==> config.mk <==
export PLATFORM = sky130hd
export DESIGN_NAME = letter_digit_run_segmenter_top
export DESIGN_NICKNAME = d
export VERILOG_FILES = /design/src/rtl/ldrs_pkg.sv /design/src/rtl/ldrs_tracker.sv /design/src/rtl/ldrs_queue.sv /design/src/rtl/ldrs_emitter.sv /design/src/rtl/letter_digit_run_segmenter_top.sv
export SDC_FILE = /design/constraint.sdc
export NUM_CORES = 1
export LEC_CHECK = 0
export BUFFER_PORTS_ARGS = -buffer_cell sky130_fd_sc_hd__buf_2
export CORE_AREA = 2 2 257 361
export DETAILED_ROUTE_END_ITERATION = 10
export DIE_AREA = 0 0 259 363
export GPL_ROUTABILITY_DRIVEN = 0
export GPL_TIMING_DRIVEN = 0
export PLACE_DENSITY = 0.65
export SYNTH_ARGS = -nofsm -noshare
export SYNTH_HDL_FRONTEND = slang
export SYNTH_HIERARCHICAL = 1
export SYNTH_SLANG_ARGS = --single-unit
==> constraint.sdc <==
create_clock -name clk -period 15.8 [get_ports clk]
set_clock_uncertainty 0.2 [all_clocks]
set_input_delay 0.79 -clock clk [delete_from_list [all_inputs] [get_ports clk]]
set_output_delay 0.79 -clock clk [all_outputs]
set_load 0.03 [all_outputs]
==> src/rtl/ldrs_pkg.sv <==
package ldrs_pkg;

    localparam int POS_W  = 12;
    localparam int LEN_W  = 13;
    localparam int BASE_W = 32;
    localparam int CODE_W = 16;
    localparam int CLS_W  = 2;
    localparam int TYPE_W = 2;
    localparam int MASK_W = 64;
    localparam int CFG_IDX_W = 2;
    localparam int TRACKERS = 3;

    localparam int IN_TDATA_W  = 64;
    localparam int OUT_TDATA_W = 64;
    localparam int OUT_TUSER_W = 3;

    localparam int QUEUE_DEPTH = 4;

    localparam logic [CLS_W-1:0] CLS_ENG = 2'd0;
    localparam logic [CLS_W-1:0] CLS_DIG = 2'd1;
    localparam logic [CLS_W-1:0] CLS_UNK = 2'd2;

    localparam logic [TYPE_W-1:0] TYPE_ENG = 2'd0;
    localparam logic [TYPE_W-1:0] TYPE_DIG = 2'd1;
    localparam logic [TYPE_W-1:0] TYPE_MIX = 2'd2;

    localparam logic [CFG_IDX_W-1:0] REG_LETTER_LO = 2'd0;
    localparam logic [CFG_IDX_W-1:0] REG_LETTER_HI = 2'd1;
    localparam logic [CFG_IDX_W-1:0] REG_NUM_LO    = 2'd2;
    localparam logic [CFG_IDX_W-1:0] REG_NUM_HI    = 2'd3;

    localparam logic [MASK_W-1:0] LETTER_LO_RST = 64'd114658446934016;
    localparam logic [MASK_W-1:0] LETTER_HI_RST = 64'd2147483649;
    localparam logic [MASK_W-1:0] NUM_LO_RST    = 64'd87960930222080;
    localparam logic [MASK_W-1:0] NUM_HI_RST    = 64'd0;

    typedef struct packed {
        logic             emit;
        logic [POS_W-1:0] begin_pos;
        logic [LEN_W-1:0] length;
    } lex_t;

    typedef struct packed {
        logic [BASE_W-1:0]     base;
        logic                  lock;
        lex_t [TRACKERS-1:0]   lexes;
    } entry_t;

    // Codes of 0x80 and above are never connectors.
    function automatic logic conn_hit(input logic [MASK_W-1:0] lo,
                                      input logic [MASK_W-1:0] hi,
                                      input logic [CODE_W-1:0] code);
        logic bit_val;
        bit_val = code[6] ? hi[code[5:0]] : lo[code[5:0]];
        return (code[CODE_W-1:7] == '0) && bit_val;
    endfunction

endpackage

==> src/rtl/ldrs_tracker.sv <==
module ldrs_tracker
    import ldrs_pkg::*;
(
    input  logic             clk,
    input  logic             rst_n,
    input  logic             step,
    input  logic             start,
    input  logic             keep,
    input  logic             move,
    input  logic             done,
    input  logic [POS_W-1:0] cur,
    output lex_t             lex,
    output logic             open_next
);

    logic             open_reg;
    logic [POS_W-1:0] begin_reg;
    logic [POS_W-1:0] stop_reg;
    logic             open_upd;
    logic [POS_W-1:0] begin_upd;
    logic [POS_W-1:0] stop_upd;
    logic             close_run;
    logic             flush_run;
    logic [POS_W-1:0] begin_next;
    logic [POS_W-1:0] stop_next;

    always_comb
    begin
        open_upd  = open_reg;
        begin_upd = begin_reg;
        stop_upd  = stop_reg;
        close_run = 1'b0;
        if (!open_reg)
        begin
            if (start)
            begin
                open_upd  = 1'b1;
                begin_upd = cur;
                stop_upd  = cur;
            end
        end
        else if (keep)
        begin
            if (move)
            begin
                stop_upd = cur;
            end
        end
        else
        begin
            // The run closes with its old bounds.
            open_upd  = 1'b0;
            close_run = 1'b1;
        end
        flush_run = done && open_upd;

        lex.emit      = close_run || flush_run;
        lex.begin_pos = begin_upd;
        lex.length    = LEN_W'({1'b0, stop_upd} - {1'b0, begin_upd} + 13'd1);

        open_next  = open_upd && !flush_run;
        begin_next = lex.emit ? '0 : begin_upd;
        stop_next  = lex.emit ? '0 : stop_upd;
    end

    always_ff @(posedge clk or negedge rst_n)
    begin
        if (!rst_n)
        begin
            open_reg  <= 1'b0;
            begin_reg <= '0;
            stop_reg  <= '0;
        end
        else if (step)
        begin
            open_reg  <= open_next;
            begin_reg <= begin_next;
            stop_reg  <= stop_next;
        end
    end

endmodule

==> src/rtl/ldrs_queue.sv <==
module ldrs_queue
    import ldrs_pkg::*;
(
    input  logic   clk,
    input  logic   rst_n,
    input  logic   push,
    input  entry_t push_entry,
    output logic   can_push,
    input  logic   pop,
    output logic   has_entry,
    output entry_t head
);

    localparam int PTR_W = $clog2(QUEUE_DEPTH);
    localparam int CNT_W = $clog2(QUEUE_DEPTH + 1);

    entry_t           store_reg [QUEUE_DEPTH];
    logic [PTR_W-1:0] wr_ptr_reg;
    logic [PTR_W-1:0] rd_ptr_reg;
    logic [CNT_W-1:0] count_reg;
    logic [CNT_W-1:0] count_next;

    assign can_push  = count_reg != CNT_W'(QUEUE_DEPTH);
    assign has_entry = count_reg != '0;
    assign head      = store_reg[rd_ptr_reg];

    always_comb
    begin
        count_next = count_reg;
        if (push && !pop)
        begin
            count_next = count_reg + CNT_W'(1);
        end
        else if (pop && !push)
        begin
            count_next = count_reg - CNT_W'(1);
        end
    end

    always_ff @(posedge clk)
    begin
        if (push)
        begin
            store_reg[wr_ptr_reg] <= push_entry;
        end
    end

    always_ff @(posedge clk or negedge rst_n)
    begin
        if (!rst_n)
        begin
            wr_ptr_reg <= '0;
            rd_ptr_reg <= '0;
            count_reg  <= '0;
        end
        else
        begin
            if (push)
            begin
                wr_ptr_reg <= (wr_ptr_reg == PTR_W'(QUEUE_DEPTH - 1)) ? '0
                                                                       : wr_ptr_reg + PTR_W'(1);
            end
            if (pop)
            begin
                rd_ptr_reg <= (rd_ptr_reg == PTR_W'(QUEUE_DEPTH - 1)) ? '0
                                                                       : rd_ptr_reg + PTR_W'(1);
            end
            count_reg <= count_next;
        end
    end

endmodule

==> src/rtl/ldrs_emitter.sv <==
module ldrs_emitter
    import ldrs_pkg::*;
(
    input  logic                   clk,
    input  logic                   rst_n,
    input  logic                   has_entry,
    input  entry_t                 head,
    output logic                   pop,
    output logic                   m_axis_tvalid,
    input  logic                   m_axis_tready,
    output logic [OUT_TDATA_W-1:0] m_axis_tdata,
    output logic [OUT_TUSER_W-1:0] m_axis_tuser,
    output logic                   m_axis_tlast
);

    entry_t              cur_reg;
    logic                valid_reg;
    logic [TRACKERS-1:0] pending_reg;
    logic [TRACKERS-1:0] pending_rest;
    logic [1:0]          sel;
    logic                has_lex;
    logic                last;
    logic                take;
    lex_t                lex_sel;
    logic [TYPE_W-1:0]   lex_type;
    logic [BASE_W-1:0]   out_base;
    logic [POS_W-1:0]    out_begin;
    logic [LEN_W-1:0]    out_length;
    logic [TYPE_W-1:0]   out_type;

    always_comb
    begin
        priority if (pending_reg[0])
        begin
            sel      = 2'd0;
            lex_type = TYPE_ENG;
        end
        else if (pending_reg[1])
        begin
            sel      = 2'd1;
            lex_type = TYPE_DIG;
        end
        else
        begin
            sel      = 2'd2;
            lex_type = TYPE_MIX;
        end
    end

    assign lex_sel      = cur_reg.lexes[sel];
    assign has_lex      = pending_reg != '0;
    assign pending_rest = pending_reg & (pending_reg - TRACKERS'(1));
    assign last         = pending_rest == '0;
    assign take         = valid_reg && m_axis_tready;
    assign pop          = has_entry && (!valid_reg || (take && last));

    // A result without a lexeme carries zeros in every lexeme field.
    assign out_base   = has_lex ? cur_reg.base : '0;
    assign out_begin  = has_lex ? lex_sel.begin_pos : '0;
    assign out_length = has_lex ? lex_sel.length : '0;
    assign out_type   = has_lex ? lex_type : '0;

    assign m_axis_tvalid = valid_reg;
    assign m_axis_tlast  = last;
    assign m_axis_tuser  = {out_type, has_lex};
    assign m_axis_tdata  = {6'd0, cur_reg.lock, out_length, out_begin, out_base};

    always_ff @(posedge clk)
    begin
        if (pop)
        begin
            cur_reg <= head;
        end
    end

    always_ff @(posedge clk or negedge rst_n)
    begin
        if (!rst_n)
        begin
            valid_reg   <= 1'b0;
            pending_reg <= '0;
        end
        else if (pop)
        begin
            valid_reg   <= 1'b1;
            pending_reg <= {head.lexes[2].emit, head.lexes[1].emit, head.lexes[0].emit};
        end
        else if (take)
        begin
            if (last)
            begin
                valid_reg <= 1'b0;
            end
            pending_reg <= pending_rest;
        end
    end

endmodule

==> src/rtl/letter_digit_run_segmenter_top.sv <==
// Channel   Direction  Handshake                      Payload
// s_axis    in         s_axis_tvalid / s_axis_tready  tdata, tlast = buffer_done
// m_axis    out        m_axis_tvalid / m_axis_tready  tdata, tuser, tlast = last_result
// cfg       in         cfg_we (no wait)               cfg_index, cfg_data
//
// An item is registered on entry and stepped through the three trackers once
// the four-entry item queue has room; one item per cycle while it has room.
// Each item gives one to three results, sent one per cycle from the output
// register, so the output side sets the rate when many items close runs.
// Reset clears the trackers, the queue and the connector masks to defaults.
// A stall on the output fills the queue and then holds the input register.
module letter_digit_run_segmenter_top
    import ldrs_pkg::*;
(
    input  logic                   clk,
    input  logic                   rst_n,
    input  logic                   s_axis_tvalid,
    output logic                   s_axis_tready,
    // char_class[1:0], char_code[17:2], cursor[29:18], segment_base[61:30]
    input  logic [IN_TDATA_W-1:0]  s_axis_tdata,
    input  logic                   s_axis_tlast,
    output logic                   m_axis_tvalid,
    input  logic                   m_axis_tready,
    // lexeme_base[31:0], lexeme_begin[43:32], lexeme_length[56:44], lock_buffer[57]
    output logic [OUT_TDATA_W-1:0] m_axis_tdata,
    // has_lexeme[0], lexeme_type[2:1]
    output logic [OUT_TUSER_W-1:0] m_axis_tuser,
    output logic                   m_axis_tlast,
    input  logic                   cfg_we,
    input  logic [CFG_IDX_W-1:0]   cfg_index,
    input  logic [MASK_W-1:0]      cfg_data
);

    logic [MASK_W-1:0] letter_lo_reg;
    logic [MASK_W-1:0] letter_hi_reg;
    logic [MASK_W-1:0] num_lo_reg;
    logic [MASK_W-1:0] num_hi_reg;

    logic              in_valid_reg;
    logic [CLS_W-1:0]  cls_reg;
    logic [CODE_W-1:0] code_reg;
    logic [POS_W-1:0]  cur_reg;
    logic [BASE_W-1:0] base_reg;
    logic              done_reg;

    logic   step;
    logic   can_push;
    logic   pop;
    logic   has_entry;
    entry_t head;
    entry_t entry;
    logic   is_eng;
    logic   is_dig;
    logic   is_unk;
    logic   num_conn;
    logic   letter_conn;
    logic   mix_keep;
    lex_t   eng_lex;
    lex_t   dig_lex;
    lex_t   mix_lex;
    logic   eng_open;
    logic   dig_open;
    logic   mix_open;

    always_ff @(posedge clk or negedge rst_n)
    begin
        if (!rst_n)
        begin
            letter_lo_reg <= LETTER_LO_RST;
            letter_hi_reg <= LETTER_HI_RST;
            num_lo_reg    <= NUM_LO_RST;
            num_hi_reg    <= NUM_HI_RST;
        end
        else if (cfg_we)
        begin
            unique case (cfg_index)
                REG_LETTER_LO: letter_lo_reg <= cfg_data;
                REG_LETTER_HI: letter_hi_reg <= cfg_data;
                REG_NUM_LO:    num_lo_reg    <= cfg_data;
                REG_NUM_HI:    num_hi_reg    <= cfg_data;
                default:       letter_lo_reg <= letter_lo_reg;
            endcase
        end
    end

    assign step          = in_valid_reg && can_push;
    assign s_axis_tready = !in_valid_reg || step;

    always_ff @(posedge clk or negedge rst_n)
    begin
        if (!rst_n)
        begin
            in_valid_reg <= 1'b0;
        end
        else if (s_axis_tready)
        begin
            in_valid_reg <= s_axis_tvalid;
        end
    end

    always_ff @(posedge clk)
    begin
        if (s_axis_tready && s_axis_tvalid)
        begin
            cls_reg  <= s_axis_tdata[1:0];
            code_reg <= s_axis_tdata[17:2];
            cur_reg  <= s_axis_tdata[29:18];
            base_reg <= s_axis_tdata[61:30];
            done_reg <= s_axis_tlast;
        end
    end

    assign is_eng      = cls_reg == CLS_ENG;
    assign is_dig      = cls_reg == CLS_DIG;
    assign is_unk      = cls_reg == CLS_UNK;
    assign num_conn    = is_unk && conn_hit(num_lo_reg, num_hi_reg, code_reg);
    assign letter_conn = is_unk && conn_hit(letter_lo_reg, letter_hi_reg, code_reg);
    assign mix_keep    = is_eng || is_dig || letter_conn;

    ldrs_tracker u_eng (
        .clk       (clk),
        .rst_n     (rst_n),
        .step      (step),
        .start     (is_eng),
        .keep      (is_eng),
        .move      (is_eng),
        .done      (done_reg),
        .cur       (cur_reg),
        .lex       (eng_lex),
        .open_next (eng_open)
    );

    // Number connectors hold a digit run open but do not move its end.
    ldrs_tracker u_dig (
        .clk       (clk),
        .rst_n     (rst_n),
        .step      (step),
        .start     (is_dig),
        .keep      (is_dig || num_conn),
        .move      (is_dig),
        .done      (done_reg),
        .cur       (cur_reg),
        .lex       (dig_lex),
        .open_next (dig_open)
    );

    ldrs_tracker u_mix (
        .clk       (clk),
        .rst_n     (rst_n),
        .step      (step),
        .start     (is_eng || is_dig),
        .keep      (mix_keep),
        .move      (mix_keep),
        .done      (done_reg),
        .cur       (cur_reg),
        .lex       (mix_lex),
        .open_next (mix_open)
    );

    always_comb
    begin
        entry.base  = base_reg;
        entry.lock  = eng_open || dig_open || mix_open;
        entry.lexes = {mix_lex, dig_lex, eng_lex};
    end

    ldrs_queue u_queue (
        .clk        (clk),
        .rst_n      (rst_n),
        .push       (step),
        .push_entry (entry),
        .can_push   (can_push),
        .pop        (pop),
        .has_entry  (has_entry),
        .head       (head)
    );

    ldrs_emitter u_emitter (
        .clk           (clk),
        .rst_n         (rst_n),
        .has_entry     (has_entry),
        .head          (head),
        .pop           (pop),
        .m_axis_tvalid (m_axis_tvalid),
        .m_axis_tready (m_axis_tready),
        .m_axis_tdata  (m_axis_tdata),
        .m_axis_tuser  (m_axis_tuser),
        .m_axis_tlast  (m_axis_tlast)
    );

endmodule

==> results of run 1 <==
critical path, cell delays in order, from the launching register on:
cell       delay [ns]
edfxtp_1         0.34
buf_6            0.17
buf_4            0.29
buf_2            0.45
mux4_2           0.37
nand2_1          0.07
a21oi_1          0.25
nand4_1          0.17
o32ai_1          0.69
a31o_4           0.29
buf_6            0.19
mux2i_1          0.12
ha_1             0.32
inv_1            0.04
ha_1             0.20
fa_1             0.49
a211oi_1         0.34
o21bai_1         0.15
a2111oi_0        0.49
nor3_1           0.14
xor2_1           0.28
logic make-up after synthesis:
group	Yosys count
DFF	958
muxes	537
and+or+nand+nor	285
AOI/OAI and AO/OA	258
buffers and inverters	191
adders and majority gates	80
xor gates and xnor gates	33
other	1
cell usage in the layout, fill, tap and decap left out, types with 23 or more instances in the layout:
cell / netlist / final
a21oi_1: 62 / 62
nor2_1: 30 / 30
and3b_1: 23 / 23
mux4_2: 152 / 152
mux2i_1: 86 / 86
o21ai_0: 46 / 46
nand2_1: 89 / 89
clkbuf_16: 0 / 95
clkbuf_1: 58 / 81
ha_1: 75 / 75
inv_1: 55 / 55
nor2b_1: 36 / 35
buf_2: 25 / 221
o31ai_1: 33 / 33
a22o_1: 33 / 33
mux2_2: 272 / 272
dfrtp_1: 334 / 334
mux2_4: 27 / 27
edfxtp_1: 615 / 615
per-layer routing:
layer | wire, um | GRT usage
met1 | 35300 | 0.228
met2 | 51100 | 0.378
met3 | 4870 | 0.0404
met4 | 4650 | 0.0932
met5 | 117 | 0
where the power goes:
| group | internal (W) | leakage, nW | switching (W) | total, W |
|---|---|---|---|---|
| sequential | 0.00389 | 9.88 | 0.000308 | 0.00419 |
| clock | 0.00128 | 1.52 | 0.000964 | 0.00224 |
| combinational | 0.00135 | 6.45 | 0.00197 | 0.00332 |
stage by stage:
step / power [W] / area (sq um) / utilization
2_1_floorplan: 0.00650 / 40600 / -
3_3_place_gp: 0.00748 / 43100 / 0.476
3_5_place_dp: 0.00759 / 43500 / 0.480
4_1_cts: 0.00986 / 46700 / 0.515
5_1_grt: 0.0103 / 46700 / 0.515
6_report: 0.00975 / 46700 / 0.515
worst paths after layout:
path | slack (ns) | end | depth (start not counted)
max reg2reg | 9.53 | u_queue/store_reg[0][35] | 20
min in group clk | 0.09 | base_reg[18] | 1
max | 9.53 | u_queue/store_reg[0][35] | 20
min reg2reg | 0.28 | u_eng/begin_reg[5] | 2
min | -0.005 | letter_lo_reg[33] | 1
max in group asynchronous | 14.18 | u_eng/open_reg | 2
Yosys cell counts (17+ instances only):
library cell | count | area [sq um]
edfxtp_1 | 615 | 18500
dfrtp_1 | 334 | 8360
mux2_2 | 272 | 3060
mux4_2 | 152 | 3420
nand2_1 | 89 | 334
mux2i_1 | 86 | 861
ha_1 | 75 | 938
a21oi_1 | 62 | 310
clkbuf_1 | 58 | 218
inv_1 | 55 | 206
o21ai_0 | 46 | 230
nor2b_1 | 36 | 225
a22o_1 | 33 | 289
o31ai_1 | 33 | 248
nor2_1 | 30 | 113
mux2_4 | 27 | 405
buf_2 | 25 | 125
and3b_1 | 23 | 201
buf_4 | 19 | 143
xnor2_1 | 19 | 166
nor3_1 | 17 | 85.1
area by class of cell:
type / instances / area [sq um] / share of cell area
sequential: 958 / 27100 / 0.580
buffer: 132 / 848 / 0.0182
clock inverter: 50 / 553 / 0.0118
tap: 1197 / 1500 / 0.0321
clock buffer: 127 / 2590 / 0.0554
antenna: 6 / 15.0 / 0.000322
inverter: 59 / 221 / 0.00474
timing repair buffer: 212 / 1370 / 0.0294
multi-input combinational: 1199 / 12500 / 0.268
==> flow_summary.json, run 1 <==
{
  "outcome": "complete, but fails checks",
  "violations": "negative hold slack",
  "hold_viol_final": 2,
  "required_ns": 16.05,
  "min_period_over_period": 0.397,
  "initial_core_util": 0.448,
  "root_buffer": "clkbuf_16",
  "syn2layout_area_growth_pct": 14.9,
  "yosys.area_share.xor_xnor": 0.00712,
  "synth.distinct_cells": 70,
  "rsz0062_at_grt": "false",
  "synth-compound-area-share": 0.0456,
  "portBuffers": 197,
  "grtUsageTotal": 0.206,
  "die_h_um": 363,
  "nets": 2871,
  "yosysWarnings": 6,
  "synthCells": 2343,
  "largest_reg_flops": 444,
  "hold_class": "primary input to async pin",
  "drtAntennaViolNets": 0,
  "ys_ff_latch": 958,
  "die_w_um": 259,
  "yosys.area_share.adder": 0.0254,
  "wire_per_inst_um": 24.4,
  "cts_hold_buffers": 0,
  "drv_slew": 0,
  "grt_pass1_wl_um": 145000,
  "die-area_sq_um": 94000,
  "grt_overflow": 0,
  "layout-drive-gt1-share": 0.334,
  "cts_inserted_buffers": 94,
  "num_vias": 21800,
  "clkLatencyLatePin_ns": 0.67,
  "avgSynthCellArea_sq_um": 17.3,
  "cap_violations": 0,
  "cts_tree": "yes",
  "crit_path_start_kind": "flop",
  "synthSimpleGateAreaFrac": 0.0384,
  "antenna_found_initial": 17,
  "whs_ns": -0.00525,
  "drt-pass1-iter-count": 5,
  "dp_slack_ns": 9.64,
  "synth-edff-count": 615,
  "endpoint_kind": "flop",
  "critPathLaunch": "code_reg[1]",
  "syn_area_sq_um": 40600,
  "fp-row-count": 131,
  "tightestPinTransition_ns": 1.11,
  "power.density_nw_per_um2": 209,
  "grt_pass1_vias": 23400,
  "cts_max_path_buffers": 3,
  "timing.fmax_ghz": 0.160,
  "synth.area.mux_share": 0.191,
  "reg2reg_from": "code_reg[1]",
  "ir_drop_v": 0.000112,
  "path_class": "flop to flop",
  "placedCellCount": 3757,
  "fin_tns_setup_ns": 0,
  "drc_errors": 0,
  "crit_arrival_ns": 6.51,
  "via_per_inst": 5.54,
  "power.leakage_nw": 17.9,
  "post-cts-setup-buffers": 0,
  "async_flop_share": 0.358,
  "cts_sinks": 958,
  "fill_cells": 7316,
  "setup_viol": 0,
  "clk_transition_reported_paths_ns": 0.06,
  "synth_flop_cell": "edfxtp_1",
  "post-dp-hpwl_um": 69300,
  "grt_max_degree": 122,
  "timing.slew.headroom": 0.260,
  "cts-resized-gates": 0,
  "setup_slack_ns": 9.53,
  "drt_iter0_drc": 1324,
  "worst-path-max-fanout": 10,
  "synth_seq_area_share": 0.666,
  "cts_max_level": 3,
  "synth_top_family_by_area": "multiplexers",
  "io_pins": 206,
  "fp.coreArea_sq_um": 90600,
  "wl_um": 96000,
  "fin_crit_ns": 6.27,
  "final_cells": 3940
}
Power figures use the tool's default switching activity.
==> inputs of run 2 (changes only) <==
--- a/config.mk
+++ b/config.mk
@@ -11,7 +11,7 @@
 export DIE_AREA = 0 0 259 363
 export GPL_ROUTABILITY_DRIVEN = 0
 export GPL_TIMING_DRIVEN = 0
-export PLACE_DENSITY = 0.65
+export PLACE_DENSITY = 0.68
 export SYNTH_ARGS = -nofsm -noshare
 export SYNTH_HDL_FRONTEND = slang
 export SYNTH_HIERARCHICAL = 1
==> constraint.sdc (replaced) <==
create_clock -name clk -period 5.5 [get_ports clk]
set_clock_uncertainty 0.2 [all_clocks]
set_input_delay 0.275 -clock clk [delete_from_list [all_inputs] [get_ports clk]]
set_output_delay 0.275 -clock clk [all_outputs]
set_load 0.03 [all_outputs]
==> run 2 against run 1 <==
The flow still finishes with violations (negative hold slack); fmax increased by 16%; count of clock-buffer cells in the layout decreased by 8; non-clock buffer count increased by 148; cell count increased by 3.6%; via count increased by 4.1%; core utilization increased by 2.3 points; total power increased to 3.0 times the previous value; critical endpoint is now u_queue/store_reg[0][61]; largest power group unchanged.
==> flow_summary.json, run 2 (same netlist as run 1, synthesis figures left out) <==
{
  "outcome": "complete, but fails checks",
  "violations": "negative hold slack",
  "met1_usage": 0.237,
  "drt_iter0_drc": 1807,
  "placed_cell_area_sq_um": 43500,
  "crit_arrival_ns": 5.64,
  "tightestPinTransition_ns": 1.17,
  "grtUsageMet3": 0.0335,
  "layout_commonest_cell": "edfxtp_1",
  "worstSetupEndpoint": "u_queue/store_reg[0][61]",
  "post-dp-hpwl_um": 69000,
  "via_per_inst": 5.57,
  "cts_tree": "yes",
  "power.internal_w": 0.0194,
  "clk_transition_reported_paths_ns": 0.06,
  "path_class": "flop to flop",
  "drtAntennaViolNets": 0,
  "slowest_stage": "mux4_2",
  "critPathLaunch": "code_reg[0]",
  "p_switching_w": 0.00957,
  "grt_overflow": 0,
  "whs_ns": -0.00606,
  "drv_slew": 0,
  "power.leakage_nw": 18.7,
  "cts_max_path_buffers": 3,
  "setup_slack_ns": 0.0864,
  "syn2layout_area_growth_pct": 20.0,
  "placedCellCount": 3757,
  "grt_max_degree": 115,
  "antenna_found_initial": 1,
  "min_period_over_period": 0.984,
  "drc_errors": 0,
  "final_cell_mix": "edfxtp_1 (615), dfrtp_1 (334), mux2_2 (271)",
  "die-area_sq_um": 94000,
  "root_buffer": "clkbuf_16",
  "fp-row-count": 131,
  "reg2reg_from": "code_reg[0]",
  "fin_crit_ns": 5.41,
  "p_comb_frac": 0.346,
  "largest_reg_flops": 444,
  "grt_pass1_vias": 24400,
  "grtUsageMet2": 0.384,
  "initial_core_util": 0.448,
  "seq_area_sq_um": 27100,
  "switching_share": 0.330,
  "fp.coreArea_sq_um": 90600,
  "cts_sinks": 958,
  "hold_viol_final": 3,
  "portBuffers": 197,
  "hold_class": "primary input to async pin",
  "r2r_cells": 21,
  "busiest_layer": "met2",
  "timing.slew.headroom": 0.218,
  "layout-drive-gt1-share": 0.344,
  "endpoint_kind": "flop",
  "worstPathCellList": "buf_12, bufbuf_16, mux4_2, mux2_2, o21ai_1, a31oi_1, a311oi_2, a21oi_2, a31o_4, buf_12, mux2i_4, ha_1, inv_1, ha_2, fa_2, a211oi_4, o21bai_2, a2111oi_4, nor3_2, xor2_1, buf_4",
  "clkLatencyLatePin_ns": 0.67,
  "required_ns": 5.72,
  "setup_viol": 0,
  "timing.fmax_ghz": 0.185,
  "seqPwrFrac": 0.417,
  "drt-pass1-iter-count": 7,
  "r2r-end": "u_queue/store_reg[0][61]",
  "wl_um": 98500,
  "final_cells": 4080,
  "fin_area_sq_um": 48700,
  "cp_slowest_stage_delay_ns": 0.53,
  "fill_cells": 7093,
  "cts_inserted_buffers": 93,
  "reg2reg_slack_ns": 0.09,
  "io_pins": 206,
  "cap_violations": 0,
  "nets": 3018,
  "power.density_nw_per_um2": 594,
  "worst-path-max-fanout": 5,
  "rsz0062_at_grt": "true",
  "crit_path_start_kind": "flop",
  "multi_input_area_sq_um": 12900,
  "num_vias": 22700,
  "grtUsageTotal": 0.211,
  "cp_common_cell": "buf_12",
  "die_w_um": 259,
  "clkPwrFrac": 0.237,
  "cts_max_level": 3,
  "dp_slack_ns": -0.738,
  "wire_per_inst_um": 24.1,
  "grt_pass1_wl_um": 149000,
  "ir_drop_v": 0.000285,
  "die_h_um": 363
}
run 2: cell types whose count changed in the layout (fill, tap and decap cells not counted), sizes merged:
cell         delta
dlygate4sd3   +131
buf            +17
bufinv          +9
clkbuf          -9
diode           -5
clkinv          -4
clkinvlp        -2
inv             +2
bufbuf          +1
run 2: metrics by stage:
stage	total power [W]	hold WS [ns]	utilization	setup TNS, ns
2_1_floorplan	0.0187	-0.221	-	0
5_1_grt	0.0304	0.0587	0.538	-0.218
3_3_place_gp	0.0214	0.252	0.476	-1505.32
4_1_cts	0.0289	0.0214	0.535	0
3_5_place_dp	0.0218	-0.0910	0.480	-17.18
6_report	0.0290	-0.00606	0.538	0
run 2: worst min path at each step:
stage | cells after the start | slack (ns) | endpoint | start
floorplan | 0 | -0.22 | in_valid_reg | rst_n
global route | 3 | 0.06 | num_lo_reg[45] | rst_n
finish | 3 | -0.006 | num_lo_reg[45] | rst_n
detailed placement | 1 | -0.09 | letter_hi_reg[45] | rst_n
global placement | 1 | 0.25 | base_reg[25] | s_axis_tdata[55]
CTS | 3 | 0.02 | num_lo_reg[45] | rst_n
run 2: what timing repair did:
action,CTS,global route
pin swaps,13,26
hold buffers,131,0
setup buffers,11,6
resized for setup,53,41
setup endpoints to repair,52,36
cloned,1,0
endpoints found under the hold margin,556,0
run 2: metal layers:
| metal | routed length (um) | vias up |
|---|---|---|
| met5 | 13 | - |
| met4 | 5610 | 2 |
| met3 | 4570 | 266 |
| met2 | 52300 | 770 |
| met1 | 35900 | 11700 |
| li1 | - | 10000 |
run 2: layout make-up:
type                       count  share of cell area
antenna                        1           0.0000513
multi-input combinational   1199               0.264
clock buffer                 119              0.0521
inverter                      59             0.00454
timing repair buffer         361              0.0584
tap                         1197              0.0307
clock inverter                55              0.0158
buffer                       131              0.0193
sequential                   958               0.555
run 2: critical path: cells and delay by family, from the launching register on:
| family | cells | cell delay, ns |
|---|---|---|
| xor gates and xnor gates | 1 | 0.16 |
| and+or+nand+nor | 1 | 0.08 |
| AOI/OAI and AO/OA | 8 | 1.75 |
| muxes | 3 | 0.99 |
| adders and majority gates | 3 | 0.86 |
| DFF | 1 | 0.37 |
| buffers and inverters | 5 | 0.75 |
run 2: power groups by stage:
stage          clock network [W]  registers [W]  logic (W)
6_report                 0.00685         0.0121     0.0100
5_1_grt                  0.00727         0.0123     0.0108
4_1_cts                  0.00699         0.0121    0.00984
3_5_place_dp                   0         0.0122    0.00956
3_3_place_gp                   0         0.0123    0.00905
2_1_floorplan                  0         0.0118    0.00681
==> inputs of run 3 (changes only) <==
--- a/config.mk
+++ b/config.mk
@@ -6,12 +6,12 @@
 export NUM_CORES = 1
 export LEC_CHECK = 0
 export BUFFER_PORTS_ARGS = -buffer_cell sky130_fd_sc_hd__buf_2
-export CORE_AREA = 2 2 257 361
+export CORE_AREA = 2 2 222 311
 export DETAILED_ROUTE_END_ITERATION = 10
-export DIE_AREA = 0 0 259 363
+export DIE_AREA = 0 0 224 313
 export GPL_ROUTABILITY_DRIVEN = 0
 export GPL_TIMING_DRIVEN = 0
-export PLACE_DENSITY = 0.68
+export PLACE_DENSITY = 0.83
 export SYNTH_ARGS = -nofsm -noshare
 export SYNTH_HDL_FRONTEND = slang
 export SYNTH_HIERARCHICAL = 1
==> constraint.sdc (replaced) <==
create_clock -name clk -period 6.1 [get_ports clk]
set_clock_uncertainty 0.2 [all_clocks]
set_input_delay 0.305 -clock clk [delete_from_list [all_inputs] [get_ports clk]]
set_output_delay 0.305 -clock clk [all_outputs]
set_load 0.03 [all_outputs]
==> run 3 against run 2 <==
The run now ends clean; core utilization rose by 16 points; non-clock buffer count fell by 21; die area fell by 25%; largest cell class unchanged; combinational power fell by 8%; count of clock-buffer cells in the layout rose by 3; critical path type unchanged; clock power fell by 20%.
==> flow_summary.json, run 3 (same netlist as run 1, synthesis figures left out) <==
{
  "drt-pass1-iter-count": 6,
  "clk_transition_reported_paths_ns": 0.07,
  "num_vias": 23900,
  "die_w_um": 224,
  "outcome": "finished, final reports clean",
  "fin_tns_setup_ns": 0,
  "min_period_over_period": 0.972,
  "reg2reg_slack_ns": 0.17,
  "drt_iter0_drc": 2446,
  "clkLatencyLatePin_ns": 0.66,
  "power.density_nw_per_um2": 545,
  "post-dp-hpwl_um": 67200,
  "p_switching_w": 0.00905,
  "final_cell_mix": "edfxtp_1 (615), dfrtp_1 (334), mux2_2 (272)",
  "initial_core_util": 0.602,
  "cap_violations": 0,
  "ir_drop_v": 0.000282,
  "post-cts-setup-buffers": 0,
  "power.leakage_nw": 18.3,
  "portBuffers": 197,
  "largest_reg_flops": 444,
  "required_ns": 6.37,
  "die-area_sq_um": 70100,
  "reg2reg_from": "code_reg[1]",
  "crit_path_start_kind": "flop",
  "fp.coreArea_sq_um": 67400,
  "layout_commonest_cell": "edfxtp_1",
  "root_buffer": "clkbuf_16",
  "nets": 2992,
  "slowest_stage": "fa_1",
  "die_h_um": 313,
  "placedCellCount": 3419,
  "p_comb_frac": 0.356,
  "worstPathCellList": "buf_6, buf_4, clkbuf_4, mux2i_1, nand2_1, nand3_1, nand4_1, a211oi_1, o32ai_2, a31o_4, buf_6, mux2i_1, ha_1, inv_1, ha_1, fa_1, a211oi_1, o21bai_1, a2111oi_0, nor3_1, xor2_1",
  "worstSetupEndpoint": "u_queue/store_reg[2][35]",
  "fin_area_sq_um": 47200,
  "fp-row-count": 113,
  "grt_overflow": 0,
  "seqPwrFrac": 0.431,
  "r2r_cells": 21,
  "syn2layout_area_growth_pct": 16.3,
  "cp_slowest_stage_delay_ns": 0.48,
  "crit_arrival_ns": 6.20,
  "drv_slew": 0,
  "critPathLaunch": "code_reg[1]",
  "power.internal_w": 0.0167,
  "worst-path-max-fanout": 10,
  "switching_share": 0.352,
  "drtAntennaViolNets": 0,
  "cts_sinks": 958,
  "layout-drive-gt1-share": 0.318,
  "cts_max_path_buffers": 3,
  "clkPwrFrac": 0.213,
  "via_per_inst": 6.44,
  "cts_max_level": 3,
  "grt_pass1_wl_um": 160000,
  "timing.fmax_ghz": 0.169,
  "wire_per_inst_um": 28.7,
  "antenna_found_initial": 5,
  "placed_cell_area_sq_um": 43000,
  "fin_crit_ns": 5.93,
  "endpoint_kind": "flop",
  "cts_inserted_buffers": 88,
  "setup_viol": 0,
  "tightestPinTransition_ns": 1.11,
  "path_class": "flop to flop",
  "hold_class": "primary input to async pin",
  "hold_viol_final": 0,
  "timing.slew.headroom": 0.257,
  "grt_pass1_vias": 25600,
  "wl_um": 107000,
  "cts_tree": "yes",
  "grtUsageTotal": 0.310,
  "drc_errors": 0,
  "r2r-end": "u_queue/store_reg[2][35]",
  "final_cells": 3714,
  "grt_max_degree": 130,
  "io_pins": 206
}
## run 3: changes by cell type in the layout (fill, tap and decap cells not counted), sizes merged, moves of 2 or more
cell | previous run | this run
buf | 303 | 281
bufinv | 16 | 4
clkbuf | 176 | 182
clkinvlp | 4 | 2
diode | 1 | 4
inv | 61 | 58
## run 3: layout make-up
class / count / area (sq um)
sequential: 958 / 27100
fill: 3961 / 20200
multi-input combinational: 1199 / 12600
timing repair buffer: 339 / 2590
clock buffer: 122 / 2480
tap: 862 / 1080
buffer: 132 / 853
clock inverter: 39 / 363
inverter: 59 / 221
antenna: 4 / 10.0
## run 3: repair_timing
action,CTS,global route
hold buffers,130,0
pin swaps,0,1
setup endpoints to repair,4,28
hold endpoints to repair,439,0
gates resized for setup,1,13
## run 3: how the worst min path moves through the flow
stage                   startpoint                   to  cells after the start
6_report                     rst_n    letter_hi_reg[46]                      2
5_1_grt           s_axis_tdata[11]          code_reg[9]                      2
4_1_cts           s_axis_tdata[23]           cur_reg[5]                      2
3_5_place_dp                 rst_n    letter_hi_reg[47]                      1
3_3_place_gp   u_mix/begin_reg[11]  u_mix/begin_reg[11]                      2
2_1_floorplan                rst_n         in_valid_reg                      0
## run 3: through the flow
step | setup WS [ns] | utilization | hold WS, ns | total power (W)
final | 0.172 | 0.700 | 0.143 | 0.0257
after global routing | -0.0362 | 0.700 | 0.152 | 0.0267
after CTS | 0.0266 | 0.699 | 0.136 | 0.0255
after detailed placement | -0.101 | 0.638 | 0.262 | 0.0197
after global placement | -1.67 | 0.633 | 0.260 | 0.0191
after floorplan | 0.695 | - | -0.191 | 0.0168
## run 3: metal layers
metal  share of wire  vias to the layer above  GRT usage
met2            0.52                     1438      0.551
met5         0.00010                        -          0
met1            0.33                    12100      0.336
met4           0.079                        2      0.211
li1                -                     9943          -
met3           0.068                      465     0.0573
## run 3: power groups by stage
stage          logic (W)  clock network, W  registers [W]
2_1_floorplan    0.00614                 0         0.0107
3_3_place_gp     0.00807                 0         0.0111
3_5_place_dp     0.00865                 0         0.0110
4_1_cts          0.00896           0.00551         0.0110
5_1_grt          0.00972           0.00578         0.0112
6_report         0.00916           0.00549         0.0111
## run 3: critical path: cells and delay by family (launching register included)
| family | cells | cell delay [ns] |
|---|---|---|
| AO/OA/AOI/OAI | 6 | 1.74 |
| XOR/XNOR | 1 | 0.27 |
| adder cells (fa/ha/maj) | 3 | 1.02 |
| buffers and inverters | 5 | 1.03 |
| flip-flops | 1 | 0.34 |
| multiplexers | 2 | 0.62 |
| AND/OR/NAND/NOR | 4 | 0.50 |
